$ cat src/rtl/bsb_pkg.sv
// Shared types, constants and tap tables for the 5x5 B-spline blur.
package bsb_pkg;

    localparam int SAMPLE_W   = 16;
    localparam int ROW_W      = 16;
    localparam int OUT_COL_W  = 12;
    localparam int FW_W       = 13;
    localparam int TAPS       = 5;
    localparam int NUM_OFFS   = 3;   // output positions per axis: center-2 .. center
    localparam int LB_ROWS    = 4;
    localparam int WGT_W      = 4;
    localparam int VSUM_W     = SAMPLE_W + 4;   // column weights total 16
    localparam int HSUM_W     = SAMPLE_W + 8;   // full kernel totals 256
    localparam int ROUND_BITS = 8;

    // result tdata layout: filtered | out_row | out_col | zero pad
    localparam int OUT_ROW_LSB = SAMPLE_W;
    localparam int OUT_COL_LSB = OUT_ROW_LSB + ROW_W;
    localparam int M_TDATA_W   = 48;
    localparam int M_PAD_W     = M_TDATA_W - OUT_COL_LSB - OUT_COL_W;

    localparam int CFG_ADDR_W = 1;
    localparam int CFG_DATA_W = 16;
    localparam logic [CFG_ADDR_W-1:0] REG_FRAME_WIDTH  = 1'd0;
    localparam logic [CFG_ADDR_W-1:0] REG_FRAME_HEIGHT = 1'd1;
    localparam int RESET_DIM = 64;

    typedef logic [SAMPLE_W-1:0]                      sample_t;
    typedef logic [ROW_W-1:0]                         row_t;
    typedef logic [VSUM_W-1:0]                        vsum_t;
    typedef logic [LB_ROWS-1:0][SAMPLE_W-1:0]         slot_data_t;
    typedef logic [TAPS-1:0][WGT_W-1:0]               tap_row_t;
    typedef logic [TAPS-1:0][VSUM_W-1:0]              vsum_row_t;
    typedef logic [NUM_OFFS-1:0][TAPS-1:0][VSUM_W-1:0] vsum_win_t;

    // Position info for one request: which of the 3x3 candidate outputs exist.
    typedef struct packed {
        logic       row_end;   // last row of the frame
        logic       col_end;   // last column of the row
        logic       col_zero;  // first column: window refills
        logic [1:0] d_first;   // first valid row offset (row = R-2+d)
        logic [1:0] e_first;   // first valid column offset (col = x-2+e)
    } pos_ctl_t;

    // Binomial weights with the far side folded onto the edge tap.
    // Offset 0: centered two taps back; 1: one back; 2: at the newest tap.
    function automatic tap_row_t tap_row(input logic [1:0] off);
        tap_row_t w;
        case (off)
            2'd0:    w = {4'd1, 4'd4, 4'd6, 4'd4, 4'd1};
            2'd1:    w = {4'd5, 4'd6, 4'd4, 4'd1, 4'd0};
            2'd2:    w = {4'd11, 4'd4, 4'd1, 4'd0, 4'd0};
            default: w = '0;
        endcase
        return w;
    endfunction

endpackage

$ cat src/rtl/bsb_hfilt.sv
// Result sequencer: walks up to 3x3 outputs per request, horizontal sum, output register.
module bsb_hfilt #(
    parameter int COL_W = 12
) (
    input  logic                          aclk,
    input  logic                          aresetn,
    input  logic                          load,
    input  bsb_pkg::row_t                 row_in,
    input  logic [COL_W-1:0]              col_in,
    input  bsb_pkg::pos_ctl_t             ctl_in,
    input  bsb_pkg::vsum_win_t            win,
    output logic                          s2_free,
    output logic                          m_tvalid,
    input  logic                          m_tready,
    output logic [bsb_pkg::M_TDATA_W-1:0] m_tdata,
    output logic                          m_tlast,
    output logic                          m_tuser
);
    import bsb_pkg::*;

    logic               s2_valid_reg;
    row_t               row_reg;
    logic [COL_W-1:0]   col_reg;
    pos_ctl_t           ctl_reg;
    logic [1:0]         d_reg;
    logic [1:0]         e_reg;

    logic               m_valid_reg;
    sample_t            filt_reg;
    row_t               orow_reg;
    logic [OUT_COL_W-1:0] ocol_reg;
    logic               last_reg;
    logic               done_reg;

    logic [1:0]         d_end;
    logic [1:0]         e_end;
    logic               has_out;
    logic               out_free;
    logic               emit;
    logic               last_e;
    logic               item_last;
    vsum_row_t          vrow;
    tap_row_t           wrow;
    logic [HSUM_W-1:0]  hsum;
    logic [HSUM_W-1:0]  hsum_rnd;
    sample_t            filt_next;
    row_t               orow_next;
    logic [COL_W-1:0]   ocol_next;

    assign d_end   = ctl_reg.row_end ? 2'd2 : 2'd0;
    assign e_end   = ctl_reg.col_end ? 2'd2 : 2'd0;
    assign has_out = (ctl_reg.d_first == 2'd0 || ctl_reg.row_end) &&
                     (ctl_reg.e_first == 2'd0 || ctl_reg.col_end);

    assign out_free  = !m_valid_reg || m_tready;
    assign emit      = s2_valid_reg && has_out && out_free;
    assign last_e    = (e_reg == e_end);
    assign item_last = last_e && (d_reg == d_end);
    assign s2_free   = !s2_valid_reg || !has_out || (out_free && item_last);

    always_comb begin
        case (d_reg)
            2'd0:    vrow = win[0];
            2'd1:    vrow = win[1];
            2'd2:    vrow = win[2];
            default: vrow = '0;
        endcase
    end

    always_comb begin
        wrow = tap_row(e_reg);
        hsum = '0;
        for (int i = 0; i < TAPS; i++) begin
            hsum = hsum + HSUM_W'(vrow[i]) * HSUM_W'(wrow[i]);
        end
        hsum_rnd  = hsum + HSUM_W'(1 << (ROUND_BITS - 1));
        filt_next = SAMPLE_W'(hsum_rnd >> ROUND_BITS);
        orow_next = row_reg + ROW_W'(d_reg) - ROW_W'(2);
        ocol_next = col_reg + COL_W'(e_reg) - COL_W'(2);
    end

    always_ff @(posedge aclk) begin
        if (!aresetn) begin
            s2_valid_reg <= 1'b0;
            m_valid_reg  <= 1'b0;
        end else begin
            if (load) begin
                s2_valid_reg <= 1'b1;
            end else if (s2_free) begin
                s2_valid_reg <= 1'b0;
            end
            if (emit) begin
                m_valid_reg <= 1'b1;
            end else if (m_tready) begin
                m_valid_reg <= 1'b0;
            end
        end
    end

    always_ff @(posedge aclk) begin
        if (load) begin
            row_reg <= row_in;
            col_reg <= col_in;
            ctl_reg <= ctl_in;
            d_reg   <= ctl_in.d_first;
            e_reg   <= ctl_in.e_first;
        end else if (emit) begin
            if (last_e) begin
                e_reg <= ctl_reg.e_first;
                d_reg <= d_reg + 2'd1;
            end else begin
                e_reg <= e_reg + 2'd1;
            end
        end
        if (emit) begin
            filt_reg <= filt_next;
            orow_reg <= orow_next;
            ocol_reg <= OUT_COL_W'(ocol_next);
            last_reg <= item_last;
            done_reg <= item_last && ctl_reg.row_end && ctl_reg.col_end;
        end
    end

    assign m_tvalid = m_valid_reg;
    assign m_tdata  = {M_PAD_W'(0), ocol_reg, orow_reg, filt_reg};
    assign m_tlast  = last_reg;
    assign m_tuser  = done_reg;

endmodule

$ cat config.mk
export PLATFORM = sky130hd
export DESIGN_NAME = bsb_hfilt
export DESIGN_NICKNAME = d
export VERILOG_FILES = /design/src/rtl/bsb_pkg.sv /design/src/rtl/bsb_hfilt.sv
export SDC_FILE = /design/constraint.sdc
export NUM_CORES = 1
export LEC_CHECK = 0
export ABC_AREA = 1
export BUFFER_PORTS_ARGS = -buffer_cell sky130_fd_sc_hd__buf_2
export CORE_MARGIN = 2
export CORE_UTILIZATION = 50
export DETAILED_ROUTE_END_ITERATION = 12
export PLACE_DENSITY = 0.73
export RECOVER_POWER = 50
export SETUP_SLACK_MARGIN = 0.05
export SLEW_MARGIN = 10
export SYNTH_ARGS = -nofsm -noshare
export SYNTH_HDL_FRONTEND = slang
export SYNTH_SLANG_ARGS = --single-unit
$ cat constraint.sdc
create_clock -name aclk -period 15.8 [get_ports aclk]
set_clock_uncertainty 0.15 [all_clocks]
set_input_delay 2.37 -clock aclk [delete_from_list [all_inputs] [get_ports aclk]]
set_output_delay 2.37 -clock aclk [all_outputs]
set_load 0.005 [all_outputs]
* Yosys cells after proc, flatten, opt, wreduce, memory -nomap -nowiden
Index checks and enable logic that the tools add are counted.
Storage, ports and cells: register bits 86, output and inout bits 52, input port bits 339, word-level logic and storage cells 75
Operators by class: muxes and demuxes 14, reductions and logical operators 24, add/subtract/negate cells 11, $mul 5, equal/unequal tests 6
Operator list (count):
- $pmux W100 S3 | 1
- $mul A20 B4 Y24 | 5
- $add A24 B24 Y24 | 4
- $pmux W20 S3 | 1
- $add A24 B8 Y24 const B | 1
- $add A16 B2 Y16 | 1
- $mux W2 | 8
- $sub A16 B2 Y16 const B | 1
- $add A12 B2 Y12 | 1
- $sub A12 B2 Y12 const B | 1
- $logic_not A2 Y1 | 4
- $reduce_bool A2 Y1 | 4
- $logic_and A1 B1 Y1 | 7
- $logic_or A1 B1 Y1 | 5
- $add A2 B1 Y2 const B | 2
- $eq A2 B1 Y1 const B | 2
- $eq A2 B2 Y1 | 2
- $eq A2 B2 Y1 const B | 2
- $mux W1 | 4
- $logic_not A1 Y1 | 3
- $reduce_and A2 Y1 | 1

* Longest topological paths before layout
depth after elaboration 8, gate-level depth with buffers 30

* Worst setup path before layout
OpenSTA, ideal clock, no wires.
path kind in2reg, start point input win[198] in the netlist's numbering, end point register filt_reg[14], data pin, path buffers 0, slack 8.397 ns, data arrival time 7.000 ns, stages on the path 23, setup time 0.253 ns, cells stage by stage nand2_1 -> nand3_1 -> nand2_1 -> inv_1 -> fa_1 -> inv_1 -> fa_1 -> inv_1 -> fa_1 -> fa_1 -> fa_1 -> inv_1 -> fa_1 -> inv_1 -> ha_1 -> ha_1 -> nand2_2 -> nor2_1 -> nand2_2 -> nor2_1 -> nand3_1 -> nand4_1 -> nand2_1
On the way: cells in the longest elaborated chain, start to end 4
RTL lines:
- start: declaration | line bsb_hfilt.sv:11 | input bsb_pkg::vsum_win_t win,
- $pmux W100 S3 | line bsb_hfilt.sv:62 | case (d_reg)
- $mul A20 B4 Y24 | line bsb_hfilt.sv:74 | hsum = hsum + HSUM_W'(vrow[i]) * HSUM_W'(wrow[i]);
- $add A24 B24 Y24 | line bsb_hfilt.sv:74
- $add A24 B8 Y24 | line bsb_hfilt.sv:76 | hsum_rnd = hsum + HSUM_W'(1 << (ROUND_BITS - 1));
- via hsum_rnd[22] | line bsb_hfilt.sv:45 | logic [HSUM_W-1:0] hsum_rnd;
- end signal: assignment | line bsb_hfilt.sv:116 | filt_reg <= filt_next;
- end: declaration | line bsb_hfilt.sv:29 | sample_t filt_reg;
The timed path passes the listed nets, and every way through them passes these cells. A chain may end at the register's enable or synchronous reset.

* Worst setup path after layout
start point input win[291] in the netlist's numbering, end point register filt_reg[12], data pin
Same word-level chain as after synthesis.

==> results.toml <==
[status]
status = "complete, but fails checks"
failed_checks = "capacitance limit, slew limit"

[timing]
worst_slew_pin_slew_ps = 2020
max_slew_margin_pct = -34.5
rsz0062_at_grt = "false"
maxSlewViolCount = 41
tns_ps = 0
hold_viol = 0
setup_slack_ps = 7920
fin_crit_ps = 7880
fin_crit_sh_pct = 49.9
finalSetupViolations = 0
fmax_mhz = 127
whs_ps = 410

[global_route]
antenna_found_initial = 2
grt_usage_pct = 25.7
overflow = 0
grt_max_degree = 82
grt_pass1_wl_microns = 67700
grt_pass1_vias = 14000

[clock_tree]
holdBufCountCts = 0
cts_buffer_depth = 2
clk_pin_slew_ps = 80
cts.sinks = 86
cts_buffers = 9
clock-root-buffer = "clkbuf_16"
cts_resized = 0
postCtsSetupBuffers = 0
cts_tree = "built"
htree_levels = 3
worstSkewPairLatency_ps = 350

[floorplan]
die_area_sq_um = 32500
die_y_microns = 180
start_util_pct = 50.7
io_pins = 391
coreArea_sq_um = 30600
die_w_microns = 180
placementRows = 64

[pwr]
irDropWorstVdd_uv = 131
powerDensity_nw_per_um2 = 134
leakage_uw = 0.0111

[placement]
dp_hpwl_microns = 35600
pre_cts_ws_ps = 7630
place.gp.congestion = 0.920
io_buffers = 385
dp_cells = 2808

[critical_path]
endpoint_kind = "register"
worstPathRequired_ps = 15750
cp-start-kind = "input port"
slowest_delay_ps = 570
path_cells = "buf_2 > nand2_1 > nand3_1 > nand2_1 > inv_1 > fa_1 > inv_1 > fa_1 > fa_1 > inv_1 > fa_1 > fa_1 > fa_1 > ha_1 > ha_1 > a21oi_1 > o21ai_0 > a21oi_1 > nand3_1 > nand2_1 > nand2_1"
slowest_stage = "fa_1"
path_common_cell = "fa_1"
cp_top_family = "adder cells"
worst-path-max-fanout = 5
path_class = "input port to register"
arrival_ps = 7830
path_buf_inv = 4

[synthesis]
synth_area_sq_um = 15500
yosysTopAreaCell = "fa_1"
syn_area_per_cell_sq_um = 7.48
synth_edf_count = 84
yosysWarnings = 0
synthArstFlopShare_pct = 0
ys_ff_latch = 86
synth_top_area_share_pct = 25.2
syn_inst = 2075
synth_most_common_cell = "nand2_1"
synth-seq-area-share_pct = 16.5
synth_cell_types = 37
ys_top_cells_by_count = "nand2_1 (657), inv_1 (546), fa_1 (195)"
synthTopCellsByArea = "fa_1 (25%), edfxtp_1 (16%), nand2_1 (16%)"
synthFlopType = "edfxtp_1"

[detailed_routing]
wirelength_microns = 41900
ant_nets = 0
drt-initial-drc-count = 833
drcViolationCount = 0
wl_per_cell_microns = 14.8
dr_total_vias = 13900
dr.pass1.iters = 5
vias_per_cell = 4.91

[cells_and_area]
nFillCells = 2923
area_growth_pct = 16.7
stdcell_count = 2825
drive_above_1_share_pct = 17.8
nets = 3146
post-route-util_pct = 59.2

[job]
cap_violations = 1

[worst_hold_path]
min_path_type = "register to register"
## cell usage in the layout (no fill, tap or decap), types with 5 or more instances in the layout
cell type  synthesis  routed
nor3_1             6       6
o21a_1             6       6
ha_1             189     186
buf_4              4       8
nor2_4             2       5
nand3_1          141     141
fa_1             195     195
a21oi_1           40      41
o21bai_1           5       5
inv_1            546     546
buf_2             24     379
clkbuf_16          0       9
nand2_1          657     657
xor2_1            18      18
xnor2_1           11      11
edfxtp_1          84      84
o21ai_1            6       5
nand4_1            9       9
o21ai_0           16      18
nor2_1            48      45
clkbuf_1          31       6
nand2_2            8       8
## kinds of logic (layout without fill, tap and decap cells)
family | count (synthesis) | count (layout) | synth area share [%]
DFF | 86 | 86 | 16.5
AOI/OAI and AO/OA | 85 | 85 | 3.20
adders and majority gates | 384 | 384 | 40.4
other | 1 | 5 | 0.0242
xor gates and xnor gates | 29 | 29 | 1.64
buffers and inverters | 607 | 957 | 15.0
and+or+nand+nor | 883 | 883 | 23.3
## metal layers
| layer | up-vias | part of all wire, % | GRT usage [%] |
|---|---|---|---|
| li1 | 6861 | - | - |
| met4 | 0 | 2.4 | 6.10 |
| met5 | - | 0 | 0 |
| met3 | 66 | 5.6 | 3.80 |
| met1 | 6524 | 42 | 33.4 |
| met2 | 428 | 50 | 45.3 |
## power by group
group          total (uW)  switching [uW]  internal [uW]
Combinational        1860            1170            686
Sequential            349            11.3            338
Clock                 221            95.2            126
Total                2430            1280           1150
## stage by stage
stage          cell area, sq um  total power [uW]
5_1_grt                   18100              2710
3_3_place_gp              17800              2180
4_1_cts                   18100              2450
2_1_floorplan             15500              1690
3_5_place_dp              17800              2210
6_report                  18100              2430
## cell type report
cell class | count | area (sq um) | area share (%)
clock inverters | 7 | 90.1 | 0.497
clock buffers | 9 | 225 | 1.24
repair buffers | 393 | 1980 | 10.9
flip-flops and latches | 86 | 2560 | 14.2
multi-input cells | 1385 | 10700 | 59.1
diodes | 1 | 2.50 | 0.0138
well taps | 396 | 495 | 2.74
inverters | 548 | 2060 | 11.4
## worst paths after layout
| check | start | endpoint | slack [ps] | cells after the start |
|---|---|---|---|---|
| setup / recovery | win[291] | filt_reg[12]$_DFFE_PP_ | 7920 | 21 |
| hold / removal | row_reg[0]$_DFFE_PP_ | orow_reg[0]$_DFFE_PP_ | 410 | 1 |
| setup reg to reg | d_reg[0]$_DFFE_PP_ | filt_reg[12]$_DFFE_PP_ | 8080 | 23 |
| hold reg to reg | row_reg[0]$_DFFE_PP_ | orow_reg[0]$_DFFE_PP_ | 410 | 1 |
Power figures use the tool's default switching activity.
