$ cat src/rtl/bsb_pkg.sv
// Shared types, constants and tap tables for the 5x5 B-spline blur.
package bsb_pkg;

    localparam int SAMPLE_W   = 16;
    localparam int ROW_W      = 16;
    localparam int OUT_COL_W  = 12;
    localparam int FW_W       = 13;
    localparam int TAPS       = 5;
    localparam int NUM_OFFS   = 3;   // output positions per axis: center-2 .. center
    localparam int LB_ROWS    = 4;
    localparam int WGT_W      = 4;
    localparam int VSUM_W     = SAMPLE_W + 4;   // column weights total 16
    localparam int HSUM_W     = SAMPLE_W + 8;   // full kernel totals 256
    localparam int ROUND_BITS = 8;

    // result tdata layout: filtered | out_row | out_col | zero pad
    localparam int OUT_ROW_LSB = SAMPLE_W;
    localparam int OUT_COL_LSB = OUT_ROW_LSB + ROW_W;
    localparam int M_TDATA_W   = 48;
    localparam int M_PAD_W     = M_TDATA_W - OUT_COL_LSB - OUT_COL_W;

    localparam int CFG_ADDR_W = 1;
    localparam int CFG_DATA_W = 16;
    localparam logic [CFG_ADDR_W-1:0] REG_FRAME_WIDTH  = 1'd0;
    localparam logic [CFG_ADDR_W-1:0] REG_FRAME_HEIGHT = 1'd1;
    localparam int RESET_DIM = 64;

    typedef logic [SAMPLE_W-1:0]                      sample_t;
    typedef logic [ROW_W-1:0]                         row_t;
    typedef logic [VSUM_W-1:0]                        vsum_t;
    typedef logic [LB_ROWS-1:0][SAMPLE_W-1:0]         slot_data_t;
    typedef logic [TAPS-1:0][WGT_W-1:0]               tap_row_t;
    typedef logic [TAPS-1:0][VSUM_W-1:0]              vsum_row_t;
    typedef logic [NUM_OFFS-1:0][TAPS-1:0][VSUM_W-1:0] vsum_win_t;

    // Position info for one request: which of the 3x3 candidate outputs exist.
    typedef struct packed {
        logic       row_end;   // last row of the frame
        logic       col_end;   // last column of the row
        logic       col_zero;  // first column: window refills
        logic [1:0] d_first;   // first valid row offset (row = R-2+d)
        logic [1:0] e_first;   // first valid column offset (col = x-2+e)
    } pos_ctl_t;

    // Binomial weights with the far side folded onto the edge tap.
    // Offset 0: centered two taps back; 1: one back; 2: at the newest tap.
    function automatic tap_row_t tap_row(input logic [1:0] off);
        tap_row_t w;
        case (off)
            2'd0:    w = {4'd1, 4'd4, 4'd6, 4'd4, 4'd1};
            2'd1:    w = {4'd5, 4'd6, 4'd4, 4'd1, 4'd0};
            2'd2:    w = {4'd11, 4'd4, 4'd1, 4'd0, 4'd0};
            default: w = '0;
        endcase
        return w;
    endfunction

endpackage

$ cat src/rtl/bsb_vfilt.sv
// Column assembly, vertical 5-tap sums and the 5-column sum window.
module bsb_vfilt (
    input  logic                aclk,
    input  logic                load,
    input  bsb_pkg::row_t       row,
    input  bsb_pkg::sample_t    sample,
    input  logic                col_zero,
    input  bsb_pkg::slot_data_t rd_data,
    output bsb_pkg::vsum_win_t  win
);
    import bsb_pkg::*;

    sample_t [TAPS-1:0]     column;
    vsum_t   [NUM_OFFS-1:0] vsum_new;
    vsum_win_t              win_reg;
    vsum_win_t              win_next;
    tap_row_t               wrow;

    // column[j] holds row R-4+j, clamped to row 0 above the frame
    always_comb begin
        for (int j = 0; j < TAPS - 1; j++) begin
            if (row == '0) begin
                column[j] = sample;
            end else if (row < ROW_W'(TAPS - 1 - j)) begin
                column[j] = rd_data[0];
            end else begin
                column[j] = rd_data[2'(row[1:0] + 2'(j))];
            end
        end
        column[TAPS-1] = sample;
    end

    always_comb begin
        for (int d = 0; d < NUM_OFFS; d++) begin
            wrow = tap_row(2'(d));
            vsum_new[d] = '0;
            for (int j = 0; j < TAPS; j++) begin
                vsum_new[d] = vsum_new[d] + VSUM_W'(column[j]) * VSUM_W'(wrow[j]);
            end
        end
    end

    always_comb begin
        for (int d = 0; d < NUM_OFFS; d++) begin
            for (int i = 0; i < TAPS - 1; i++) begin
                win_next[d][i] = col_zero ? vsum_new[d] : win_reg[d][i+1];
            end
            win_next[d][TAPS-1] = vsum_new[d];
        end
    end

    always_ff @(posedge aclk) begin
        if (load) begin
            win_reg <= win_next;
        end
    end

    assign win = win_reg;

endmodule

$ cat config.mk
export PLATFORM = sky130hd
export DESIGN_NAME = bsb_vfilt
export DESIGN_NICKNAME = d
export VERILOG_FILES = /design/src/rtl/bsb_pkg.sv /design/src/rtl/bsb_vfilt.sv
export SDC_FILE = /design/constraint.sdc
export NUM_CORES = 1
export LEC_CHECK = 0
export ABC_AREA = 1
export BUFFER_PORTS_ARGS = -buffer_cell sky130_fd_sc_hd__buf_2
export CORE_UTILIZATION = 42
export CTS_CLUSTER_SIZE = 40
export DETAILED_ROUTE_END_ITERATION = 6
export PLACE_DENSITY = 0.72
export SYNTH_ARGS = -nofsm -noshare
export SYNTH_HDL_FRONTEND = slang
export SYNTH_SLANG_ARGS = --single-unit
$ cat constraint.sdc
create_clock -name aclk -period 8.2 [get_ports aclk]
set_input_delay 0.41 -clock aclk [delete_from_list [all_inputs] [get_ports aclk]]
set_output_delay 0.41 -clock aclk [all_outputs]
set_load 0.02 [all_outputs]
After elaboration in Yosys (flattened, before gate mapping)
Cells that the tools add are included.
{ "op_classes": {"n_reduce_logical": 1, "n_addsub": 12, "magnitude_cmp": 8, "muxes": 28, "n_mul": 4} }
{ "op_table": {"columns": ["op", "n"], "rows": [
  ["$mux W20", 12],
  ["$mux W16", 12],
  ["$bmux W16 S2", 4],
  ["$add A16 B18 Y19", 3],
  ["$add A19 B19 Y20", 2],
  ["$mul A16 B2 Y18 const B", 2],
  ["$lt A16 B2 Y1 const B", 2],
  ["$add A19 B20 Y20", 1],
  ["$add A20 B16 Y20", 1],
  ["$add A20 B18 Y20", 1],
  ["$add A20 B19 Y20", 1],
  ["$mul A16 B4 Y20 const B", 1],
  ["$mul A16 B3 Y19 const B", 1],
  ["$logic_not A16 Y1", 1],
  ["$lt A16 B1 Y1 const B", 1],
  ["$lt A16 B3 Y1 const B", 1],
  ["$lt A2 B3 Y1 const B", 4],
  ["$add A2 B2 Y2 const B", 2],
  ["$add A2 B1 Y2 const B", 1]
]} }
{ "word_totals": {"input_bits": 99, "output_inout_bits": 300, "word_cells": 68, "register_bits": 300} }

Longest topological paths before layout
Gate-level depths: netlist (run 1).
{ "logic_depth": {"ltp_word": 10, "mapped_depth": 39, "mapped_depth_nobuf": 34} }

Worst setup path before layout (run 1)
OpenSTA, ideal clock, no wires.
{ "synth_timing": {"path_kind": "input port to flip-flop", "start": "input row[1]", "end": "register win_reg, in the netlist win[117], data pin", "stages": 35, "setup_time_ps": 257, "t_arrival_ps": 6295, "required_ps": 7943, "path_buffers": 5, "path_slack_ps": 1648, "path_cell_list": "clkbuf_1 > inv_1 > clkbuf_1 > ha_1 > buf_2 > inv_1 > buf_4 > clkbuf_1 > nand2_1 > o211ai_1 > o21ai_0 > o21ai_0 > inv_1 > ha_1 > ha_1 > a21oi_2 > o21bai_2 > nand2_1 > nand2_2 > xor2_2 > fa_1 > inv_1 > fa_1 > fa_1 > inv_1 > ha_1 > nand2_1 > nor3_1 > nand2_1 > nand3_1 > a21oi_1 > o21ai_0 > xor2_1 > nand2_1 > nand2_1"} }
{ "synth_lines": {"columns": ["item", "line", "text"], "rows": [
  ["start: declaration", "bsb_vfilt.sv:5", "input bsb_pkg::row_t row,"],
  ["end signal: assignment", "bsb_vfilt.sv:54", "win_reg <= win_next;"],
  ["end: declaration", "bsb_vfilt.sv:15", "vsum_win_t win_reg;"]
]} }

==> reports/qor.txt, run 1 <==
=================================================================================
Ports                                                                         399
Cell types occupying the most area after synthesis                   sky130_fd_sc_hd__edfxtp_1 (41%), sky130_fd_sc_hd__nand2_1 (15%), sky130_fd_sc_hd__fa_1 (13%), sky130_fd_sc_hd__ha_1 (6.9%), sky130_fd_sc_hd__inv_1 (5.2%)
Number of post-CTS setup repair buffers                                         0
Worst setup skew after layout                                           0.0105 ns
Fraction of the yosys area taken by sequential cells                        0.413
DRT Pass-1 Iters                                                                6
Period minus WS final                                                     6.78 ns
Number of cell rows                                                            83
First-pass GRT wire length                                               93400 µm
H-tree depth reported by CTS                                                    1
Gates resized, CTS repair                                                       0
Placed instance area                                                    24400 µm²
Pleak                                                                     12.4 nW
Yosys synthesis warning count                                                   0
Initial Utilization                                                         0.425
Worst path slowest cell                                              sky130_fd_sc_hd__fa_1
Critical path's top delay family                                      adder cells
Hold-critical path depth                                                        1
GRT Overall Usage                                                           0.224
Max clock buf depth                                                             3
Detail Route Antenna Nets                                                       0
Most area-hungry cell type in the Yosys netlist                      sky130_fd_sc_hd__edfxtp_1
Element type at the critical path end                                        flop
Nature of the critical path startpoint                               primary input
Net count after synthesis                                                    2796
Total stage count of the critical path                                         33
Fin crit share                                                              0.827
Crit-path max cell delay                                                  0.53 ns
Pin count of the biggest net entering global routing                          170
Largest driver fanout on the critical path                                     24
Root Buffer Master                                                   sky130_fd_sc_hd__clkbuf_16
Final cell area excluding filler cells                                  25300 µm²
Post-detailed-routing wire length                                        60500 µm
Core Area                                                               51300 µm²
Post-route DRC                                                                  0
Final number of max-transition violations                                       0
Share of total power in sequential cells                                    0.273
Num CTS Buffers                                                                30
Most instantiated library cell after synthesis                       sky130_fd_sc_hd__nand2_1
Critical Path Most Common Cell                                       sky130_fd_sc_hd__nand2_1
Type of the worst setup path                                               in2reg
Share of total power in the clock network                                   0.099
Final GP Congestion                                                         0.939
Comb power frac                                                             0.628
Layout cells sized above 1                                                  0.182
Die width                                                                  230 µm
Average size of a mapped cell                                            8.94 µm²
Achievable clock frequency                                                148 MHz
Worst Max-Slew Pin Slew                                                   1.14 ns
Net Sw Frac                                                                 0.493
Die Span Y                                                                 230 µm
Routed vias/inst                                                             5.05
Req. time, crit path                                                      8.61 ns
Worst path bufs/invs                                                            7
R2R Setup Slk                                                             7.33 ns
Violation count after the first detailed-route iteration                     1388
Routed wire length per instance                                           17.2 µm
Clock Pin Slew Worst Setup and Hold Paths                                 0.06 ns
Clock latency of the later-clocked register in the worst-skew pair        0.55 ns
Number of flip-flops under the largest register name                          300
Unrepaired setup endpoints after global routing                                no
NetSw                                                                     6.38 mW
Final setup viols                                                               0
Final-stage net count                                                        3160
Placed wire-length estimate                                              48100 µm
Number of max-cap violations                                                    0
Antenna violations before repair                                                3
Synthesis-stage register bit count                                            300
CTS tree                                                                    built
Hold Buf Count CTS                                                              0
Area of the die                                                         52800 µm²
Most frequent cells after synthesis                                  sky130_fd_sc_hd__nand2_1 (877), sky130_fd_sc_hd__inv_1 (305), sky130_fd_sc_hd__edfxtp_1 (300)
Post-Route Setup TNS                                                         0 ns
Path class of the lowest-slack min-delay path                              in2reg
Via count of the first global-routing pass                                  16900
Worst Reg2Reg Path Length in Cells                                              2
Number of enable flip-flop cells after synthesis                              300
Count of different cell masters after synthesis                                54
CP Data Arrival Time                                                      7.19 ns
Power density over cell area                                           511 nW/µm²
Internal cell power                                                       6.56 mW
Maximum ir drop on the vdd rail                                            231 µV
Result of the run                                                       completed
Clock sink count                                                              300
Synthesized netlist cell count                                               2439
Slew HR                                                                     0.239
Overall via count from detail_route                                         17700
Share of synthesized registers carrying an async set or reset                   0
Number of hold violations in the final report                                   0
Top flip-flop cell by instance count after synthesis                 sky130_fd_sc_hd__edfxtp_1
IO Port Bufs                                                                  398
Total power                                                               12.9 mW
Post-Syn Area                                                           21800 µm²
Area growth from synthesis to layout                                        16.2%
Overflow left after global routing                                              0
Post-synth top area share                                                   0.413
=================================================================================
metrics by stage:
| step | hold WS (ns) | std cells | utilization | worst slack, ns |
|---|---|---|---|---|
| after floorplan | 0.522 | 2439 | - | 1.65 |
| after global placement | 0.513 | 3451 | 0.476 | 0.930 |
| after detailed placement | 0.518 | 3451 | 0.476 | 0.886 |
| after CTS | 0.480 | 3505 | 0.494 | 1.46 |
| after global routing | 0.493 | 3508 | 0.494 | 0.542 |
| final | 0.449 | 3508 | 0.494 | 1.42 |
area by class of cell:
type / count / area, µm²
fillers: 4836 / 26000
multi-input cells: 1748 / 11300
flip-flops and latches: 300 / 9010
repair buffers: 413 / 2130
inverters: 310 / 1170
well taps: 680 / 851
clock buffers: 39 / 806
clock inverters: 15 / 109
diodes: 3 / 7.51
layer usage:
metal	part of all wire	track usage	wire length, µm
met5	0	0	0
met4	0.029	0.0726	1740
met3	0.074	0.0387	4450
met2	0.46	0.358	27700
met1	0.44	0.309	26600
cells in the final DEF, fill, tap and decap left out, types with 10 or more instances in the layout:
| cell | instances |
|---|---|
| sky130_fd_sc_hd__xor2_1 | 46 |
| sky130_fd_sc_hd__a211oi_1 | 14 |
| sky130_fd_sc_hd__o21ai_0 | 141 |
| sky130_fd_sc_hd__fa_1 | 137 |
| sky130_fd_sc_hd__nor3_1 | 23 |
| sky130_fd_sc_hd__inv_1 | 305 |
| sky130_fd_sc_hd__nand2_2 | 19 |
| sky130_fd_sc_hd__o211ai_1 | 36 |
| sky130_fd_sc_hd__nor2_1 | 63 |
| sky130_fd_sc_hd__buf_2 | 397 |
| sky130_fd_sc_hd__nand2_1 | 877 |
| sky130_fd_sc_hd__nand3_1 | 59 |
| sky130_fd_sc_hd__buf_4 | 14 |
| sky130_fd_sc_hd__a21oi_1 | 92 |
| sky130_fd_sc_hd__xnor2_1 | 19 |
| sky130_fd_sc_hd__nand3_2 | 12 |
| sky130_fd_sc_hd__edfxtp_1 | 300 |
| sky130_fd_sc_hd__clkbuf_16 | 31 |
| sky130_fd_sc_hd__o21ai_1 | 10 |
| sky130_fd_sc_hd__ha_1 | 121 |
power groups by stage:
stage                     logic [mW]  clock network [mW]  registers, mW
after CTS                       8.19                1.31           3.54
after global routing            9.12                1.37           3.61
after detailed placement        8.15                   0           3.56
after global placement          8.00                   0           3.53
final                           8.13                1.28           3.53
after floorplan                 4.59                   0           4.44
logic make-up after synthesis:
logic type,Yosys count,share of synthesized area
simple gates,1090,0.205
buf+inv,391,0.0709
compound gates,334,0.0889
flops,300,0.413
fa+ha+maj,258,0.195
xor+xnor,66,0.0269
path summary, 6_finish.rpt:
| path | endpoint | startpoint |
|---|---|---|
| worst min register to register | win[163]$_DFFE_PP_ | win[183]$_DFFE_PP_ |
| worst min-delay path | win[11]$_DFFE_PP_ | load |
| worst max register to register | win[25]$_DFFE_PP_ | win[45]$_DFFE_PP_ |
| worst max-delay path | win[159]$_DFFE_PP_ | row[1] |
(Power assumes the default switching activity.)
==> run 2, diff against run 1 <==
--- a/config.mk
+++ b/config.mk
@@ -5,12 +5,12 @@
 export SDC_FILE = /design/constraint.sdc
 export NUM_CORES = 1
 export LEC_CHECK = 0
-export ABC_AREA = 1
+export ABC_AREA = 0
 export BUFFER_PORTS_ARGS = -buffer_cell sky130_fd_sc_hd__buf_2
 export CORE_UTILIZATION = 42
 export CTS_CLUSTER_SIZE = 40
 export DETAILED_ROUTE_END_ITERATION = 6
-export PLACE_DENSITY = 0.72
+export PLACE_DENSITY = 0.74
 export SYNTH_ARGS = -nofsm -noshare
 export SYNTH_HDL_FRONTEND = slang
 export SYNTH_SLANG_ARGS = --single-unit
==> constraint.sdc (replaced) <==
create_clock -name aclk -period 6.19 [get_ports aclk]
set_input_delay 0.3095 -clock aclk [delete_from_list [all_inputs] [get_ports aclk]]
set_output_delay 0.3095 -clock aclk [all_outputs]
set_load 0.02 [all_outputs]
==> run 2 against run 1 <==
Compared with the run above:
- worst hold slack worse by 0.048 ns
- area after synthesis up 2.9%
- critical path type unchanged
- sequential cell count unchanged
- largest cell class unchanged
==> reports/qor.txt, run 2 <==
=================================================================================
Share of synthesized registers carrying an async set or reset                   0
Overflow left after global routing                                              0
Path class of the lowest-slack min-delay path                              in2reg
Number of cell rows                                                            84
Final setup viols                                                               0
Placed wire-length estimate                                              52100 µm
Root Buffer Master                                                   sky130_fd_sc_hd__clkbuf_16
Most frequent cells in the layout                                    sky130_fd_sc_hd__buf_2 (395), sky130_fd_sc_hd__inv_1 (385), sky130_fd_sc_hd__buf_4 (308), sky130_fd_sc_hd__edfxtp_1 (300), sky130_fd_sc_hd__o21ai_0 (220)
Count of different cell masters after synthesis                                73
Layer with the highest usage after global routing                            met2
Nature of the critical path startpoint                               primary input
Layout cells sized above 1                                                  0.347
Final-stage net count                                                        3110
Met3 Use GR                                                                0.0220
Cell types occupying the most area after synthesis                   sky130_fd_sc_hd__edfxtp_1 (40%), sky130_fd_sc_hd__fa_1 (12%), sky130_fd_sc_hd__ha_1 (6.7%), sky130_fd_sc_hd__inv_1 (6.6%), sky130_fd_sc_hd__mux4_2 (6.4%)
Net count after synthesis                                                    2444
Achievable clock frequency                                                166 MHz
First-pass GRT wire length                                               99000 µm
Area of the die                                                         54300 µm²
Fraction of the yosys area taken by sequential cells                        0.402
Post-detailed-routing wire length                                        64800 µm
Post-route DRC                                                                  0
Largest driver fanout on the critical path                                      6
Global-route met2 utilization                                               0.390
Worst Max-Slew Pin Slew                                                  0.988 ns
Utilization after layout                                                    0.551
Antenna violations before repair                                                0
H-tree depth reported by CTS                                                    1
Number of flip-flops under the largest register name                          300
Worst setup skew after layout                                           0.0223 ns
Pin count of the biggest net entering global routing                          174
Die Span Y                                                                 233 µm
IO Port Bufs                                                                  398
CP Data Arrival Time                                                      6.37 ns
Most frequent cells after synthesis                                  sky130_fd_sc_hd__inv_1 (392), sky130_fd_sc_hd__edfxtp_1 (300), sky130_fd_sc_hd__o21ai_0 (246)
Core Area                                                               52700 µm²
Clock latency of the later-clocked register in the worst-skew pair        0.55 ns
Clock Pin Slew Worst Setup and Hold Paths                                 0.06 ns
Area growth from synthesis to layout                                        29.3%
DRT Pass-1 Iters                                                                6
Die width                                                                  233 µm
Antenna diodes                                                                  0
Fin crit share                                                              0.975
Average size of a mapped cell                                            10.7 µm²
Violation count after the first detailed-route iteration                     1306
Clock sink count                                                              300
Synthesis-stage register bit count                                            300
Type of the worst setup path                                               in2reg
Post-Syn Area                                                           22400 µm²
Number of max-cap violations                                                    0
Num CTS Buffers                                                                28
Period minus WS final                                                     6.03 ns
Most common cell after layout, fill and taps aside                   sky130_fd_sc_hd__buf_2
Top flip-flop cell by instance count after synthesis                 sky130_fd_sc_hd__edfxtp_1
Most instantiated library cell after synthesis                       sky130_fd_sc_hd__inv_1
Overall via count from detail_route                                         18500
Initial Utilization                                                         0.426
Max clock buf depth                                                             3
Element type at the critical path end                                        flop
GRT Overall Usage                                                           0.231
Yosys synthesis warning count                                                   0
Detail Route Antenna Nets                                                       0
Final number of max-transition violations                                       0
Routing usage on met1                                                       0.319
Number of enable flip-flop cells after synthesis                              300
Via count of the first global-routing pass                                  18300
Post-synth top area share                                                   0.402
Routed wire length per instance                                           18.7 µm
Synthesized netlist cell count                                               2087
Number of hold violations in the final report                                   0
CTS tree                                                                    built
Routed vias/inst                                                             5.35
Result of the run                                                       completed
Ports                                                                         399
Req. time, crit path                                                      6.53 ns
Final GP Congestion                                                         0.979
Most area-hungry cell type in the Yosys netlist                      sky130_fd_sc_hd__edfxtp_1
Slew HR                                                                     0.341
=================================================================================
-- run 2: cell types whose count changed in the layout (fill, tap and decap cells not counted), moves of 18 or more --
cell | before | now
sky130_fd_sc_hd__xnor2_1 | 19 | 44
sky130_fd_sc_hd__xor2_1 | 46 | 17
sky130_fd_sc_hd__buf_4 | 14 | 308
sky130_fd_sc_hd__o21a_1 | 1 | 26
sky130_fd_sc_hd__mux4_2 | 0 | 64
sky130_fd_sc_hd__o211ai_1 | 36 | 10
sky130_fd_sc_hd__nor2_1 | 63 | 82
sky130_fd_sc_hd__a22oi_1 | 0 | 18
sky130_fd_sc_hd__o21ai_0 | 141 | 220
sky130_fd_sc_hd__inv_1 | 305 | 385
sky130_fd_sc_hd__nand3_1 | 59 | 34
sky130_fd_sc_hd__mux2i_1 | 0 | 34
sky130_fd_sc_hd__nand2_1 | 877 | 128
sky130_fd_sc_hd__a21oi_1 | 92 | 74
-- run 2: critical path, cell delays in order --
cell	delay, ns
sky130_fd_sc_hd__buf_2	0.11
sky130_fd_sc_hd__nor4_4	0.31
sky130_fd_sc_hd__buf_4	0.17
sky130_fd_sc_hd__nand4_1	0.12
sky130_fd_sc_hd__buf_4	0.19
sky130_fd_sc_hd__nand2_1	0.06
sky130_fd_sc_hd__o21ai_1	0.15
sky130_fd_sc_hd__ha_2	0.26
sky130_fd_sc_hd__fa_2	0.39
sky130_fd_sc_hd__a21o_1	0.19
sky130_fd_sc_hd__a21oi_2	0.15
sky130_fd_sc_hd__o21bai_1	0.12
sky130_fd_sc_hd__a21oi_2	0.17
sky130_fd_sc_hd__o21bai_1	0.14
sky130_fd_sc_hd__a211o_1	0.34
sky130_fd_sc_hd__a2111oi_4	0.39
sky130_fd_sc_hd__or3_4	0.21
sky130_fd_sc_hd__o311ai_4	0.08
sky130_fd_sc_hd__fa_1	0.55
sky130_fd_sc_hd__ha_1	0.23
sky130_fd_sc_hd__ha_1	0.29
sky130_fd_sc_hd__ha_2	0.40
sky130_fd_sc_hd__nand3_2	0.08
sky130_fd_sc_hd__or3_4	0.39
sky130_fd_sc_hd__and4_2	0.24
sky130_fd_sc_hd__nor4_1	0.33
-- run 2: area by class of cell --
cell class	instances	area [µm²]
Fill cell	4399	23700
Clock inverter	20	154
Multi-Input combinational cell	1316	12300
Sequential cell	300	9010
Inverter	392	1480
Tap cell	688	861
Timing Repair Buffer	715	4470
Clock buffer	32	716
-- run 2: path summary, 6_finish.rpt --
kind | startpoint | end | slack (ns) | cells after the start
setup reg to reg | win[79]$_DFFE_PP_ | win[59]$_DFFE_PP_ | 5.23 | 2
setup / recovery | row[10] | win[59]$_DFFE_PP_ | 0.16 | 26
hold / removal | load | win[117]$_DFFE_PP_ | 0.40 | 1
hold reg to reg | win[190]$_DFFE_PP_ | win[170]$_DFFE_PP_ | 0.54 | 1
-- run 2: per-stage QoR --
stage / area, µm² / TNS [ns] / setup WS [ns] / std cells / hold WS [ns]
2_1_floorplan: 23000 / -12.81 / -0.478 / 2087 / 0.422
3_5_place_dp: 27700 / -21.65 / -0.520 / 3401 / 0.531
6_report: 29000 / 0 / 0.156 / 3463 / 0.401
5_1_grt: 29000 / -0.138 / -0.0235 / 3463 / 0.423
4_1_cts: 28600 / 0 / 0.0182 / 3453 / 0.413
3_3_place_gp: 27700 / -13.71 / -0.386 / 3401 / 0.526
-- run 2: routing by layer --
layer	wire [µm]	up-vias
met5	0	-
met2	31300	755
li1	-	8624
met3	3900	93
met4	1520	0
met1	28000	9053
-- run 2: cells by family after synthesis --
group / after synthesis / share of synthesized area
compound gates: 495 / 0.134
xor+xnor: 62 / 0.0242
fa+ha+maj: 258 / 0.190
buf+inv: 471 / 0.0801
flops: 300 / 0.402
mux: 111 / 0.0858
simple gates: 390 / 0.0850
-- run 2: what timing repair did --
action	CTS	global route
endpoints found under the setup margin	1	53
hold buffers	0	0
pin swaps	0	43
buffers inserted	0	10
resized for setup	1	73
Power of run 2 is left out: the tool's default activity adds up to more than one toggle a clock period on the data nets, which glitch-free logic cannot reach.
